File: src/sv/q12mm_pkg.sv
// ----------------------------------------------------------------------------
// q12mm_pkg: shared types and constants of the Q12 3x3 matrix multiplier
// Matrix geometry, accumulator width, sequencer states and the command and
// status bundles between the controller and the datapath.
// ----------------------------------------------------------------------------
package q12mm_pkg;

   localparam int MATRIX_DIM            = 3;
   localparam int MATRIX_CELLS          = 9;
   localparam int INDEX_WIDTH           = 4;
   localparam int COORD_WIDTH           = 2;
   localparam int ACC_WIDTH             = 32;
   localparam int DEFAULT_ELEMENT_WIDTH = 16;
   localparam int DEFAULT_FRACTION_BITS = 12;

   localparam logic [COORD_WIDTH-1:0] LAST_COORD = COORD_WIDTH'(MATRIX_DIM - 1);

   typedef enum logic [1:0] {
      ST_IDLE,
      ST_ISSUE,
      ST_DRAIN,
      ST_EMIT
   } state_type;

   typedef struct packed {
      logic                   store_write;
      logic                   read_enable;
      logic                   read_first;
      logic                   read_last;
      logic [COORD_WIDTH-1:0] row;
      logic [COORD_WIDTH-1:0] col;
      logic [COORD_WIDTH-1:0] term;
   } cmd_type;

   typedef struct packed {
      logic sum_ready;
   } status_type;

endpackage

File: src/sv/q12mm_req_if.sv
// ----------------------------------------------------------------------------
// q12mm_req_if: request channel of the Q12 3x3 matrix multiplier
// One element pair per request, plus the flag that starts a run.
// ----------------------------------------------------------------------------
interface q12mm_req_if
   import q12mm_pkg::*;
#(
   parameter int ELEMENT_WIDTH = DEFAULT_ELEMENT_WIDTH
);
   logic                            valid;
   logic                            ready;
   logic [INDEX_WIDTH-1:0]          element_index;
   logic signed [ELEMENT_WIDTH-1:0] left_value;
   logic signed [ELEMENT_WIDTH-1:0] right_value;
   logic                            start_multiply;

   modport source (
      output valid, element_index, left_value, right_value, start_multiply,
      input  ready
   );

   modport sink (
      input  valid, element_index, left_value, right_value, start_multiply,
      output ready
   );
endinterface

File: src/sv/q12mm_rsp_if.sv
// ----------------------------------------------------------------------------
// q12mm_rsp_if: result channel of the Q12 3x3 matrix multiplier
// One product element per transfer, row-major, last one flagged.
// ----------------------------------------------------------------------------
interface q12mm_rsp_if
   import q12mm_pkg::*;
#(
   parameter int ELEMENT_WIDTH = DEFAULT_ELEMENT_WIDTH
);
   logic                            valid;
   logic                            ready;
   logic [COORD_WIDTH-1:0]          result_row;
   logic [COORD_WIDTH-1:0]          result_column;
   logic signed [ELEMENT_WIDTH-1:0] result_value;
   logic                            final_element;

   modport source (
      output valid, result_row, result_column, result_value, final_element,
      input  ready
   );

   modport sink (
      input  valid, result_row, result_column, result_value, final_element,
      output ready
   );
endinterface

File: src/sv/q12mm_datapath.sv
// ----------------------------------------------------------------------------
// q12mm_datapath: operand stores and multiply-accumulate pipeline
// Two 9-entry stores, registered reads, one shared multiplier and a
// 32-bit wrapping accumulator with the Q12 rescale on its output.
// ----------------------------------------------------------------------------
module q12mm_datapath
   import q12mm_pkg::*;
#(
   parameter int ELEMENT_WIDTH = DEFAULT_ELEMENT_WIDTH,
   parameter int FRACTION_BITS = DEFAULT_FRACTION_BITS
) (
   input  logic                            clock,
   input  logic                            reset,
   input  cmd_type                         cmd,
   input  logic [INDEX_WIDTH-1:0]          element_index,
   input  logic signed [ELEMENT_WIDTH-1:0] left_value,
   input  logic signed [ELEMENT_WIDTH-1:0] right_value,
   output status_type                      status,
   output logic signed [ELEMENT_WIDTH-1:0] result_value
);

   logic signed [ELEMENT_WIDTH-1:0] left_store  [MATRIX_CELLS];
   logic signed [ELEMENT_WIDTH-1:0] right_store [MATRIX_CELLS];

   logic [INDEX_WIDTH-1:0] left_addr;
   logic [INDEX_WIDTH-1:0] right_addr;

   logic signed [ELEMENT_WIDTH-1:0] left_rd_ff;
   logic signed [ELEMENT_WIDTH-1:0] right_rd_ff;
   logic                            rd_valid_ff;
   logic                            rd_first_ff;
   logic                            rd_last_ff;

   logic signed [ACC_WIDTH-1:0] left_wide;
   logic signed [ACC_WIDTH-1:0] right_wide;
   logic signed [ACC_WIDTH-1:0] prod_in;
   logic signed [ACC_WIDTH-1:0] prod_ff;
   logic                        mul_valid_ff;
   logic                        mul_first_ff;
   logic                        mul_last_ff;

   logic signed [ACC_WIDTH-1:0] acc_in;
   logic signed [ACC_WIDTH-1:0] acc_ff;
   logic                        done_ff;
   logic signed [ACC_WIDTH-1:0] acc_scaled;

   // row-major: left walks along a row, right down a column
   assign left_addr  = INDEX_WIDTH'(cmd.row) * INDEX_WIDTH'(MATRIX_DIM)
                       + INDEX_WIDTH'(cmd.term);
   assign right_addr = INDEX_WIDTH'(cmd.term) * INDEX_WIDTH'(MATRIX_DIM)
                       + INDEX_WIDTH'(cmd.col);

   always_ff @(posedge clock) begin
      if (cmd.store_write && (element_index < INDEX_WIDTH'(MATRIX_CELLS))) begin
         left_store[element_index]  <= left_value;
         right_store[element_index] <= right_value;
      end
      if (cmd.read_enable) begin
         left_rd_ff  <= left_store[left_addr];
         right_rd_ff <= right_store[right_addr];
         rd_first_ff <= cmd.read_first;
         rd_last_ff  <= cmd.read_last;
      end
   end

   // low 32 bits of the product of sign-extended operands
   assign left_wide  = ACC_WIDTH'(left_rd_ff);
   assign right_wide = ACC_WIDTH'(right_rd_ff);
   assign prod_in    = left_wide * right_wide;

   assign acc_in = mul_first_ff ? prod_ff : acc_ff + prod_ff;

   always_ff @(posedge clock) begin
      if (rd_valid_ff) begin
         prod_ff      <= prod_in;
         mul_first_ff <= rd_first_ff;
         mul_last_ff  <= rd_last_ff;
      end
      if (mul_valid_ff) begin
         acc_ff <= acc_in;
      end
   end

   always_ff @(posedge clock) begin
      if (reset) begin
         rd_valid_ff  <= 1'b0;
         mul_valid_ff <= 1'b0;
         done_ff      <= 1'b0;
      end else begin
         rd_valid_ff  <= cmd.read_enable;
         mul_valid_ff <= rd_valid_ff;
         done_ff      <= mul_valid_ff && mul_last_ff;
      end
   end

   assign acc_scaled       = acc_ff >>> FRACTION_BITS;
   assign result_value     = acc_scaled[ELEMENT_WIDTH-1:0];
   assign status.sum_ready = done_ff;

endmodule

File: src/sv/q12mm_controller.sv
// ----------------------------------------------------------------------------
// q12mm_controller: run sequencer of the Q12 3x3 matrix multiplier
// Takes element pairs while idle, then walks the nine product cells, issuing
// three reads per cell and holding each result until it is taken.
// ----------------------------------------------------------------------------
module q12mm_controller
   import q12mm_pkg::*;
(
   input  logic                   clock,
   input  logic                   reset,
   input  logic                   req_valid,
   input  logic                   req_start,
   output logic                   req_ready,
   output logic                   rsp_valid,
   input  logic                   rsp_ready,
   output logic [COORD_WIDTH-1:0] rsp_row,
   output logic [COORD_WIDTH-1:0] rsp_col,
   output logic                   rsp_final,
   output cmd_type                cmd,
   input  status_type             status
);

   state_type              state_ff, state_in;
   logic [COORD_WIDTH-1:0] row_ff, row_in;
   logic [COORD_WIDTH-1:0] col_ff, col_in;
   logic [COORD_WIDTH-1:0] term_ff, term_in;
   logic                   last_cell;

   assign last_cell = (row_ff == LAST_COORD) && (col_ff == LAST_COORD);

   // next state
   always_comb begin
      state_in = state_ff;
      row_in   = row_ff;
      col_in   = col_ff;
      term_in  = term_ff;
      unique case (state_ff)
         ST_IDLE: begin
            if (req_valid && req_start) begin
               state_in = ST_ISSUE;
               row_in   = '0;
               col_in   = '0;
               term_in  = '0;
            end
         end
         ST_ISSUE: begin
            if (term_ff == LAST_COORD) begin
               state_in = ST_DRAIN;
               term_in  = '0;
            end else begin
               term_in = term_ff + 1'b1;
            end
         end
         ST_DRAIN: begin
            if (status.sum_ready) begin
               state_in = ST_EMIT;
            end
         end
         ST_EMIT: begin
            if (rsp_ready) begin
               if (last_cell) begin
                  state_in = ST_IDLE;
               end else begin
                  state_in = ST_ISSUE;
                  if (col_ff == LAST_COORD) begin
                     col_in = '0;
                     row_in = row_ff + 1'b1;
                  end else begin
                     col_in = col_ff + 1'b1;
                  end
               end
            end
         end
         default: state_in = ST_IDLE;
      endcase
   end

   // outputs
   always_comb begin
      req_ready       = 1'b0;
      rsp_valid       = 1'b0;
      cmd.store_write = 1'b0;
      cmd.read_enable = 1'b0;
      cmd.read_first  = (term_ff == '0);
      cmd.read_last   = (term_ff == LAST_COORD);
      cmd.row         = row_ff;
      cmd.col         = col_ff;
      cmd.term        = term_ff;
      unique case (state_ff)
         ST_IDLE: begin
            req_ready       = 1'b1;
            cmd.store_write = req_valid;
         end
         ST_ISSUE: cmd.read_enable = 1'b1;
         ST_DRAIN: ;
         ST_EMIT:  rsp_valid = 1'b1;
         default: ;
      endcase
   end

   assign rsp_row   = row_ff;
   assign rsp_col   = col_ff;
   assign rsp_final = last_cell;

   always_ff @(posedge clock) begin
      if (reset) begin
         state_ff <= ST_IDLE;
         row_ff   <= '0;
         col_ff   <= '0;
         term_ff  <= '0;
      end else begin
         state_ff <= state_in;
         row_ff   <= row_in;
         col_ff   <= col_in;
         term_ff  <= term_in;
      end
   end

`ifndef NO_ASSERTIONS
   a_no_overlap: assert property (@(posedge clock) disable iff (reset)
      !(req_ready && rsp_valid))
      else $error("request taken while a result is pending");

   a_sum_in_drain: assert property (@(posedge clock) disable iff (reset)
      status.sum_ready |-> (state_ff == ST_DRAIN))
      else $error("accumulated sum arrived outside the drain wait");

   a_coord_hold: assert property (@(posedge clock) disable iff (reset)
      (rsp_valid && !rsp_ready) |=> ($stable(row_ff) && $stable(col_ff) && rsp_valid))
      else $error("result coordinates moved while stalled");

   a_final_idle: assert property (@(posedge clock) disable iff (reset)
      (rsp_valid && rsp_ready && rsp_final) |=> (state_ff == ST_IDLE))
      else $error("run did not end after the ninth result");
`endif

endmodule

File: src/sv/q12_matrix3x3_multiply_top.sv
// ----------------------------------------------------------------------------
// q12_matrix3x3_multiply_top: Q12 fixed-point 3x3 matrix multiplier
// Loads element pairs of two 3x3 matrices and, on a start request, emits the
// nine elements of their product in row-major order.
// ----------------------------------------------------------------------------
//
//   channel   dir  handshake          payload
//   --------  ---  -----------------  -----------------------------------------
//   req_bus   in   valid / ready      element_index, left_value, right_value,
//                                     start_multiply
//   rsp_bus   out  valid / ready      result_row, result_column, result_value,
//                                     final_element
//
// Operation: a request is taken while the block is idle. After a start
//   request each product element is built from three store reads, which then
//   pass the read, multiply and accumulate registers before the output
//   state; elements are built one at a time through the single shared
//   multiplier and its pipeline, and rsp stalls lengthen a run.
// Reset: synchronous, active high; clears the sequencer, not the stores.
// Stalls: a result holds on rsp_bus until taken; no request is taken mid-run.
// ----------------------------------------------------------------------------
module q12_matrix3x3_multiply_top
   import q12mm_pkg::*;
#(
   parameter int ELEMENT_WIDTH = DEFAULT_ELEMENT_WIDTH,
   parameter int FRACTION_BITS = DEFAULT_FRACTION_BITS
) (
   input logic        clock,
   input logic        reset,
   q12mm_req_if.sink   req_bus,
   q12mm_rsp_if.source rsp_bus
);

   cmd_type    cmd;
   status_type status;

   // sequencer: request acceptance, cell walk, result handshake
   q12mm_controller u_controller (
      .clock     (clock),
      .reset     (reset),
      .req_valid (req_bus.valid),
      .req_start (req_bus.start_multiply),
      .req_ready (req_bus.ready),
      .rsp_valid (rsp_bus.valid),
      .rsp_ready (rsp_bus.ready),
      .rsp_row   (rsp_bus.result_row),
      .rsp_col   (rsp_bus.result_column),
      .rsp_final (rsp_bus.final_element),
      .cmd       (cmd),
      .status    (status)
   );

   // stores and multiply-accumulate; result held in the accumulator register
   q12mm_datapath #(
      .ELEMENT_WIDTH (ELEMENT_WIDTH),
      .FRACTION_BITS (FRACTION_BITS)
   ) u_datapath (
      .clock         (clock),
      .reset         (reset),
      .cmd           (cmd),
      .element_index (req_bus.element_index),
      .left_value    (req_bus.left_value),
      .right_value   (req_bus.right_value),
      .status        (status),
      .result_value  (rsp_bus.result_value)
   );

endmodule
File: src/flat_wrapper.sv
// flat-port wrapper written by rule: the top's interface ports become plain ports
module q12_matrix3x3_multiply_top_flat import q12mm_pkg::*;
#(
   parameter int ELEMENT_WIDTH = DEFAULT_ELEMENT_WIDTH,
   parameter int FRACTION_BITS = DEFAULT_FRACTION_BITS
)
  (clock, reset, req_bus_valid, req_bus_element_index, req_bus_left_value, req_bus_right_value, req_bus_start_multiply, req_bus_ready, rsp_bus_valid, rsp_bus_result_row, rsp_bus_result_column, rsp_bus_result_value, rsp_bus_final_element, rsp_bus_ready);
  q12mm_req_if #(.ELEMENT_WIDTH(ELEMENT_WIDTH)) req_bus_i ();
  q12mm_rsp_if #(.ELEMENT_WIDTH(ELEMENT_WIDTH)) rsp_bus_i ();
  input logic clock;
  input logic reset;
  input wire logic [$bits(req_bus_i.valid)-1:0] req_bus_valid;
  input wire logic [$bits(req_bus_i.element_index)-1:0] req_bus_element_index;
  input wire logic [$bits(req_bus_i.left_value)-1:0] req_bus_left_value;
  input wire logic [$bits(req_bus_i.right_value)-1:0] req_bus_right_value;
  input wire logic [$bits(req_bus_i.start_multiply)-1:0] req_bus_start_multiply;
  output wire logic [$bits(req_bus_i.ready)-1:0] req_bus_ready;
  output wire logic [$bits(rsp_bus_i.valid)-1:0] rsp_bus_valid;
  output wire logic [$bits(rsp_bus_i.result_row)-1:0] rsp_bus_result_row;
  output wire logic [$bits(rsp_bus_i.result_column)-1:0] rsp_bus_result_column;
  output wire logic [$bits(rsp_bus_i.result_value)-1:0] rsp_bus_result_value;
  output wire logic [$bits(rsp_bus_i.final_element)-1:0] rsp_bus_final_element;
  input wire logic [$bits(rsp_bus_i.ready)-1:0] rsp_bus_ready;
  assign req_bus_i.valid = req_bus_valid;
  assign req_bus_i.element_index = req_bus_element_index;
  assign req_bus_i.left_value = req_bus_left_value;
  assign req_bus_i.right_value = req_bus_right_value;
  assign req_bus_i.start_multiply = req_bus_start_multiply;
  assign req_bus_ready = req_bus_i.ready;
  assign rsp_bus_valid = rsp_bus_i.valid;
  assign rsp_bus_result_row = rsp_bus_i.result_row;
  assign rsp_bus_result_column = rsp_bus_i.result_column;
  assign rsp_bus_result_value = rsp_bus_i.result_value;
  assign rsp_bus_final_element = rsp_bus_i.final_element;
  assign rsp_bus_i.ready = rsp_bus_ready;
  q12_matrix3x3_multiply_top #(.ELEMENT_WIDTH(ELEMENT_WIDTH), .FRACTION_BITS(FRACTION_BITS)) u_core (.clock(clock), .reset(reset), .req_bus(req_bus_i), .rsp_bus(rsp_bus_i));
endmodule
File: config.mk
export PLATFORM = sky130hd
export DESIGN_NAME = q12_matrix3x3_multiply_top_flat
export DESIGN_NICKNAME = d
export VERILOG_FILES = /design/src/sv/q12mm_pkg.sv /design/src/sv/q12mm_req_if.sv /design/src/sv/q12mm_rsp_if.sv /design/src/sv/q12mm_datapath.sv /design/src/sv/q12mm_controller.sv /design/src/sv/q12_matrix3x3_multiply_top.sv /design/src/flat_wrapper.sv
export SDC_FILE = /design/constraint.sdc
export NUM_CORES = 1
export LEC_CHECK = 0
export BUFFER_PORTS_ARGS = -buffer_cell sky130_fd_sc_hd__buf_4
export CAP_MARGIN = 40
export CORE_MARGIN = 2
export CORE_UTILIZATION = 40
export CTS_CLUSTER_DIAMETER = 40
export DETAILED_ROUTE_END_ITERATION = 16
export PLACE_DENSITY_LB_ADDON = 0.08
export SLEW_MARGIN = 25
export SYNTH_ARGS = -nofsm -noshare
export SYNTH_HDL_FRONTEND = slang
export SYNTH_SLANG_ARGS = --single-unit
File: constraint.sdc
create_clock -name clock -period 17.2 [get_ports clock]
set_input_delay 0.86 -clock clock [delete_from_list [all_inputs] [get_ports clock]]
set_output_delay 0.86 -clock clock [all_outputs]
set_load 0.1 [all_outputs]
==> impl_metrics.yaml <==
detailed_routing:
  wl_um: 54700
  wl_per_cell_um: 18.7
  drt-pass1-iter-count: 5
  via_per_inst: 4.92
  vias: 14400
  ant_nets: 0
  drtIter0Drc: 755
  drc: 0
worst_setup_path:
  critPathCaptureType: "flip-flop"
  reg2reg_from: "u_core.u_datapath.right_rd_ff[7]"
  cp-start-kind: "flip-flop"
  cp.arrival_ns: 6.94
  r2r_setup_slack_ns: 10.58
  crit_fanout: 16
  reg2reg_depth: 19
  critPathRequiredTime_ns: 17.52
  cp-startpoint: "u_core.u_datapath.right_rd_ff[7]"
  path_class: "flip-flop to flip-flop"
  r2r-end: "u_core.u_datapath.prod_ff[27]"
floorplan:
  start_util_pct: 40.2
  die_w_um: 255
  num_rows: 92
  core_um2: 62700
  dieArea_um2: 65000
  io_pins: 64
  die_h_um: 255
cts:
  cts_tree: "yes"
  clk_latency_ns: 0.61
  cts_resized: 0
  path_clk_slew_ns: 0.05
  cts_root_buf: "clkbuf_16"
  clock_path_buffers: 3
  clock-sinks: 391
  cts_buffers: 71
  htree_levels: 3
  ctsHoldBuffers: 0
  cts_setup_buffers: 0
yosys:
  syn_nets: 2345
  syn_area_um2: 25200
  synthFlopType: "edfxtp_1"
  syn_area_per_cell_um2: 12.9
  yosysUniqueCellTypes: 70
  ys_seq_elements: 391
  yosys_warnings: 0
  synth_edf_count: 380
  async_reset_ff_share_pct: 0
  synth-seq-area-share_pct: 46.1
  synthCells: 1953
placed_design:
  port_buffers: 63
  place.gp.congestion: 0.814
  hpwl_um: 37800
worst_hold_path:
  min_from: "u_core.u_datapath.rd_first_ff"
  holdPathStages: 0
  hold-path-endpoint: "u_core.u_datapath.mul_first_ff"
  hold_path.class: "flip-flop to flip-flop"
timing:
  tightest_slew_ns: 0.785
  min_period_over_period_pct: 38.5
  rsz0062_at_grt: "false"
  slew_violations: 0
  slew_headroom_pct: 47.6
  min_period_ns: 6.62
  fmax_mhz: 151
  fin_tns_setup_ns: 0
  finalHoldViolCount: 0
  setup_violations: 0
  fin_hold_ws_ns: 0.422
  fin_skew_ns: 0.0383
global_route:
  grt-ovfl-total: 0
  grt_pass1_vias: 15500
  grt_max_degree: 57
  grt_usage_pct: 17.7
  antenna_found_initial: 2
  grt_pass1_wl_um: 87800
cells_and_area:
  register_area_um2: 11600
  fillers: 5622
  final_common_cell: "edfxtp_1"
  fin_nets: 2416
  diodes: 0
  multi_input_area_um2: 12100
  final_cell_mix: "edfxtp_1 (380), inv_1 (297), fa_1 (234), nand2_1 (191), and2_1 (125)"
  syn_to_final_growth_pct: 15.5
  drive_gt1_share_pct: 14.6
flow_run:
  cap_violations: 0
status:
  status: "finished, final reports clean"
[worst max-delay path: stages (launching register included)]
cell and delay (ns):
edfxtp_1 0.81, nand2_1 0.17, fa_1 0.57, inv_1 0.05, fa_1 0.50, fa_1 0.58, fa_1 0.46, fa_1 0.50
inv_1 0.05, fa_1 0.47, inv_1 0.04, ha_1 0.32, a21oi_1 0.19, o21ai_0 0.13, a21o_1 0.19, a31oi_1 0.30
o21bai_1 0.16, o41ai_2 0.46, o21ai_0 0.21, xnor2_1 0.15
[stage by stage]
stage | utilization (%) | setup WS, ns | instance area, um^2 | instances
finish | 46.4 | 10.58 | 29100 | 2926
global route | 46.4 | 10.23 | 29100 | 2926
global placement | 42.3 | 10.71 | 26500 | 2795
detailed placement | 42.3 | 10.64 | 26600 | 2797
CTS | 46.4 | 10.60 | 29100 | 2926
floorplan | - | 11.27 | 25200 | 1953
[state kept, by name (all words and copies together), names as in the netlist, 2 cells and up]
signal and flops:
u_core.u_datapath.left_store 144, u_core.u_controller.rsp_col 2, u_core.u_datapath.acc_ff 28, u_core.u_datapath.right_rd_ff 16, u_core.u_controller.term_ff 2, u_core.u_datapath.right_store 144
u_core.u_controller.state_ff 2, u_core.u_controller.rsp_row 2, u_core.u_datapath.prod_ff 28, u_core.u_datapath.left_rd_ff 16
[cell type report]
cell class	instances	share of cell area [%]
Clock inverter	51	2.53
Sequential cell	391	40.0
Inverter	298	3.84
Clock buffer	78	6.23
Timing Repair Buffer	84	2.28
Multi-Input combinational cell	1178	41.5
Tap cell	846	3.64
[worst max path at each step]
stage	endpoint	slack, ns
after floorplan	u_core.u_datapath.prod_ff[20]	11.27
after global placement	u_core.u_datapath.prod_ff[27]	10.71
after detailed placement	u_core.u_datapath.prod_ff[27]	10.64
after CTS	u_core.u_datapath.prod_ff[27]	10.60
after global routing	u_core.u_datapath.prod_ff[27]	10.23
final	u_core.u_datapath.prod_ff[27]	10.58
[routing by layer]
layer | up-vias | wire [um] | global-route usage (%) | share of wire [%]
met5 | - | 33 | 0 | 0.060
met4 | 4 | 1230 | 5.41 | 2.2
met3 | 91 | 2000 | 3.53 | 3.6
met2 | 221 | 26500 | 29.6 | 48
met1 | 7306 | 25000 | 23.2 | 46
li1 | 6787 | - | - | -
[logic make-up (layout without fill, tap and decap cells)]
logic type / Yosys count / in the layout / synth area share [%]
AO/OA/AOI/OAI: 209 / 209 / 5.23
XOR/XNOR: 54 / 54 / 1.88
adder cells (fa/ha/maj): 351 / 351 / 24.4
buffers and inverters: 384 / 511 / 6.15
flip-flops: 391 / 391 / 46.1
multiplexers: 101 / 101 / 7.20
AND/OR/NAND/NOR: 463 / 463 / 9.01
[cells in the mapped netlist, types with 5 or more instances]
library cell | number | share of area (%)
edfxtp_1 | 380 | 45
inv_1 | 297 | 4.4
fa_1 | 234 | 19
nand2_1 | 191 | 2.8
and2_1 | 125 | 3.1
ha_1 | 117 | 5.8
o21ai_0 | 80 | 1.6
mux4_2 | 64 | 5.7
nor2_1 | 60 | 0.89
clkbuf_1 | 53 | 0.79
a21oi_1 | 41 | 0.81
xnor2_1 | 36 | 1.3
mux2i_1 | 34 | 1.4
buf_4 | 20 | 0.60
nor3_1 | 18 | 0.36
xor2_1 | 18 | 0.63
a21o_1 | 13 | 0.39
nand3_1 | 12 | 0.24
dfxtp_1 | 11 | 0.87
nand2b_1 | 11 | 0.27
a211oi_1 | 10 | 0.30
nor2b_1 | 9 | 0.22
o21a_1 | 9 | 0.27
buf_2 | 8 | 0.16
o21bai_1 | 7 | 0.21
and3_1 | 5 | 0.12
o211ai_1 | 5 | 0.15
or2_2 | 5 | 0.12
Power is left out: the tool's default activity adds up to more than one toggle a clock period on the data nets, which glitch-free logic cannot reach.
